<file path="src/hw/rtl/dse_pkg.sv">
// ----------------------------------------------------------------------------
// dse_pkg
// shared types and constants of the descending sort engine
// ----------------------------------------------------------------------------
package dse_pkg;

   localparam int MAX_ELEMENTS = 64;
   localparam int VALUE_W      = 32;
   localparam int COUNT_W      = $clog2(MAX_ELEMENTS + 1);

   typedef struct packed {
      logic load;
      logic shift;
   } dse_ctl_type;

   typedef struct packed {
      logic                      valid;
      logic signed [VALUE_W-1:0] value;
   } dse_slot_type;

endpackage

</file>
<file path="src/hw/rtl/dse_cell.sv">
// ----------------------------------------------------------------------------
// dse_cell
// one slot of the insertion chain: keeps the larger value, hands its old
// value down on insert and takes its lower neighbor's value on drain
// ----------------------------------------------------------------------------
module dse_cell
   import dse_pkg::*;
(
   input  logic                      clock,
   input  logic                      reset,
   input  dse_ctl_type               ctl,
   input  logic signed [VALUE_W-1:0] new_value,
   input  dse_slot_type              prev_slot,
   input  logic                      prev_gt,
   input  dse_slot_type              next_slot,
   output dse_slot_type              slot,
   output logic                      gt
);

   logic                      valid_ff, valid_in;
   logic signed [VALUE_W-1:0] value_ff, value_in;

   // empty slots count as below every value
   assign gt = !valid_ff || (new_value > value_ff);

   always_comb begin
      valid_in = valid_ff;
      value_in = value_ff;
      if (ctl.shift) begin
         valid_in = next_slot.valid;
         value_in = next_slot.value;
      end else if (ctl.load && gt) begin
         if (prev_gt) begin
            valid_in = prev_slot.valid;
            value_in = prev_slot.value;
         end else begin
            valid_in = 1'b1;
            value_in = new_value;
         end
      end
   end

   always_ff @(posedge clock) begin
      if (reset) begin
         valid_ff <= 1'b0;
      end else begin
         valid_ff <= valid_in;
      end
      value_ff <= value_in;
   end

   assign slot.valid = valid_ff;
   assign slot.value = value_ff;

endmodule

</file>
<file path="config.mk">
export PLATFORM = sky130hd
export DESIGN_NAME = dse_cell
export DESIGN_NICKNAME = d
export VERILOG_FILES = /design/src/hw/rtl/dse_pkg.sv /design/src/hw/rtl/dse_cell.sv
export SDC_FILE = /design/constraint.sdc
export NUM_CORES = 1
export LEC_CHECK = 0
export BUFFER_PORTS_ARGS = -buffer_cell sky130_fd_sc_hd__clkbuf_2
export CAP_MARGIN = 40
export CORE_MARGIN = 4
export CORE_UTILIZATION = 49
export DETAILED_ROUTE_END_ITERATION = 12
export GPL_ROUTABILITY_DRIVEN = 0
export PLACE_DENSITY = 0.92
export SKIP_LAST_GASP = 1
export SLEW_MARGIN = 20
export SYNTH_ARGS = -nofsm -noshare
export SYNTH_HDL_FRONTEND = slang
export SYNTH_SLANG_ARGS = --single-unit
</file>
<file path="constraint.sdc">
create_clock -name clock -period 6.7 [get_ports clock]
set_input_delay 0 -clock clock [delete_from_list [all_inputs] [get_ports clock]]
set_output_delay 0 -clock clock [all_outputs]
set_load 0.01 [all_outputs]
</file>
Yosys cells after proc, flatten, opt, wreduce, memory -nomap -nowiden
Index checks and enable logic that the tools add are counted.
{"block": "classes", "order_cmp": 1, "muxes": 6, "n_reduce_logical": 4}
{"operator": "$mux W32", "count": 3}
{"operator": "$gt A32 B32 Y1", "count": 1}
{"operator": "$mux W1", "count": 3}
{"operator": "$reduce_bool A2 Y1", "count": 1}
{"operator": "$logic_and A1 B1 Y1", "count": 1}
{"operator": "$logic_not A1 Y1", "count": 1}
{"operator": "$logic_or A1 B1 Y1", "count": 1}
{"block": "totals", "regBits": 33, "inputBits": 103}

Longest topological paths before layout
{"block": "depth", "depth_word": 5, "ltp_mapped": 8, "depth_no_buf": 8}

Least setup slack after synthesis
Ideal clock, no wire load.
{"block": "synth_path", "kind": "register to register", "from": "register value_ff[14]", "to": "register value_ff[0] (enable)", "arrival_time_ns": 2.463, "slack_ns": 3.831, "path_stages_with_launch": 9, "path_buffers": 0, "synth_period_minus_slack_ns": 2.869, "path_cell_list": "edfxtp_1 > inv_1 > ha_1 > a21oi_1 > nand2_1 > a221o_1 > o31a_1 > a211o_1 > a311o_1"}
{"block": "synth_between", "elab_chain_cells": 4}
{"element": "start, declared", "line": "dse_cell.sv:21", "text": "logic signed [VALUE_W-1:0] value_ff, value_in;"}
{"element": "start signal, assigned", "line": "dse_cell.sv:49", "text": "value_ff <= value_in;"}
{"element": "$gt A32 B32 Y1", "line": "dse_cell.sv:24", "text": "assign gt = !valid_ff || (new_value > value_ff);"}
{"element": "$logic_or A1 B1 Y1", "line": "dse_cell.sv:24"}
{"element": "$logic_and A1 B1 Y1", "line": "dse_cell.sv:32", "text": "end else if (ctl.load && gt) begin"}
{"element": "$reduce_bool A2 Y1 (no line)"}
No other way between the ends.
A chain may end at the register's enable or synchronous reset.

Worst setup path in the final report
{"block": "layout_path", "from": "register value_ff[5]", "to": "register value_ff[29] (enable)"}
Same word-level chain as after synthesis.

==> metrics.md <==
| Metric | Value |
|---|---|
| Leak | `1.85 nW` |
| Worst path required time | `6.63 ns` |
| Max-capacitance violation count | `0` |
| Synth Register Bits | `33` |
| FF-to-FF Start | `value_ff[5]` |
| Power Dens Cells | `192 nW/um^2` |
| R2R Setup Slk | `3.81 ns` |
| Clock latency on the worst-skew pair | `0.28 ns` |
| Max Slew Vio Count | `0` |
| HP Class | `in -> reg` |
| Ys Warns | `0` |
| Initial antenna violation count | `0` |
| Area Growth Syn to Fin | `38.3%` |
| Setup-failing EPs final | `0` |
| Vias per cell | `5.23` |
| Sum Neg Setup Slack | `0 ns` |
| Worst-path clk slew | `0.07 ns` |
| Fillers | `340` |
| DR vias | `2488` |
| Post-cts repair resize count | `0` |
| Top-count cell post-synth | `nand2_1` |
| Hold-critical path depth | `3` |
| Crit path to | `value_ff[29]` |
| Root buffer cell | `clkbuf_8` |
| Placed instance count | `457` |
| CTS buffer count | `5` |
| H-tree levels | `2` |
| Area of the multi-input gates | `1350 um^2` |
| Die Wd | `79.6 um` |
| Syn Area/Cell | `9.50 um^2` |
| Worst Setup SP | `value_ff[5]` |
| Maximum vdd drop | `0.116 mV` |
| Post-synth top flop | `edfxtp_1` |
| Die area | `6330 um^2` |
| Final Cycle Share | `43.1%` |
| Netlist cell types | `31` |
| Clock buffer depth | `2` |
| Fin util | `71.6%` |
| Crit path max fanout | `32` |
| Syn Nets | `399` |
| Final hold violation count | `0` |
| Sink Count | `33` |
| Max Fclk | `346 MHz` |
| # rows | `25` |
| Crit end category | `flop` |
| Number of remaining DRC errors | `0` |
| Seq/Total Area, Yosys | `39.1%` |
| Average wire per standard cell | `15.0 um` |
| Die Ht | `79.6 um` |
| Synthesized area | `2510 um^2` |
| Final non-filler cell total | `476` |
| Overall Global Routing Usage | `22.4%` |
| Startpoint types | `flop` |
| Synth top area share | `38.3%` |
| Crit-path cells | `inv_1 -> ha_1 -> a21oi_1 -> o21ai_0 -> a221o_1 -> o31a_1 -> a211o_1 -> a311o_2` |
| DRT iter0 DRCs | `85` |
| Post-DRT Antenna Nets | `0` |
| Worst R2R Path Depth | `8` |
| Reg area | `981 um^2` |
| CP bufs+invs | `1` |
| Post-route minimum period | `2.89 ns` |
| Ant diodes | `0` |
| Worst Hold Slack | `0.00731 ns` |
| Async S/R FF share, synth | `0%` |
| Final Skew | `0.00292 ns` |
| # IOs | `137` |
| Status | `complete, no violations` |
| Crit Path Category | `reg -> reg` |
| Critical path depth in cells | `8` |
| Nets@finish | `543` |
| Layout cells sized above 1 | `35.9%` |
| Number of flops mapped to enable cells by yosys | `32` |
| Number of global-route vias before repair | `2592` |
| Delay of the slowest cell on the worst path | `0.67 ns` |
| CP max stage cell | `a311o_2` |
| Post-Route WL | `7.14 mm` |
| First-pass GRT wire length | `11.1 mm` |
| First-pass DRT Iterations | `4` |
| Effective utilization at floorplan | `51.7%` |
| I/O Buffers | `136` |
| RSZ-0062 raised after global routing | `false` |
| Largest net degree at the start of global routing | `50` |
| Synth top area cells | `edfxtp_1, ha_1, mux2i_1, o21ai_0, nand2_1` |
| Core area | `4850 um^2` |
| Yosys top cell by area | `edfxtp_1` |
| Remaining Overflow, GRT | `0` |
| Hpwl dp | `5.67 mm` |
| CP delay by family, top | `compound AO/OA/AOI/OAI gates` |
| WP data arrival | `2.82 ns` |
| Synth top cells by count | `nand2_1, inv_1, o21ai_0` |
| Worst r2r dst | `value_ff[29]` |
| Gate Count Post-Synth | `264` |
| Max-slew headroom | `48.1%` |
| Worst-Margin Slew | `0.779 ns` |
| CTS tree | `built` |
cell type report:
class,count,share of cell area [%]
inverters,35,3.79
clock buffers,6,2.09
multi-input cells,184,38.9
clock inverters,2,0.974
repair buffers,149,23.6
well taps,67,2.42
flip-flops and latches,33,28.3
cell usage in the layout, fill, tap and decap left out, types with 11 or more instances in the layout:
| cell | count |
|---|---|
| o21ai_0 | 35 |
| a21oi_1 | 13 |
| ha_1 | 32 |
| mux2i_1 | 32 |
| inv_1 | 35 |
| dlygate4sd3_1 | 11 |
| edfxtp_1 | 32 |
| nand2_1 | 38 |
| clkbuf_2 | 136 |
state kept, by name (all words and copies together), names as in the netlist:
name / cells
value_ff: 32
valid_ff: 1
stage by stage:
step | area, um^2 | setup WS (ns) | power (mW)
after floorplan | 2510 | 3.83 | 0.391
after global placement | 3230 | 3.94 | 0.469
after detailed placement | 3250 | 3.83 | 0.482
after CTS | 3470 | 3.82 | 0.671
after global routing | 3470 | 3.65 | 0.707
final | 3470 | 3.81 | 0.665
how the worst min path moves through the flow:
stage / start / slack (ns) / end
finish: next_slot[14] / 0.007 / value_ff[14]
global route: next_slot[14] / 0.02 / value_ff[14]
CTS: next_slot[14] / 0.004 / value_ff[14]
detailed placement: reset / 0.19 / valid_ff
global placement: reset / 0.19 / valid_ff
floorplan: reset / 0.08 / valid_ff
power by group:
group | internal [mW] | switching [mW] | leakage [nW] | total (mW)
registers | 0.260 | 0.0140 | 0.342 | 0.274
clock network | 0.110 | 0.0727 | 0.0528 | 0.182
logic | 0.0960 | 0.112 | 1.45 | 0.208
total | 0.466 | 0.199 | 1.85 | 0.665
routing by layer:
| metal | up-vias | track usage (%) | share of wire (%) |
|---|---|---|---|
| li1 | 1245 | - | - |
| met1 | 1123 | 22.9 | 38 |
| met2 | 98 | 43.0 | 52 |
| met3 | 22 | 5.30 | 7.1 |
| met4 | 0 | 9.11 | 2.6 |
| met5 | - | 0 | 0 |
what timing repair did:
item	in CTS	in global routing
hold buffers	11	0
buffers inserted	0	0
hold endpoints to repair	11	0
kinds of logic (layout without fill, tap and decap cells):
group,after synthesis,after routing,share of synthesized area (%)
compound gates,62,62,14.5
simple gates,58,58,10.5
buf+inv,47,192,7.18
flops,33,33,39.1
fa+ha+maj,32,32,16.0
mux,32,32,12.8
worst min-delay path: stages:
cell,delay (ns)
clkbuf_2,0.08
nand2_1,0.04
o21ai_0,0.06
Power figures use the tool's default switching activity.
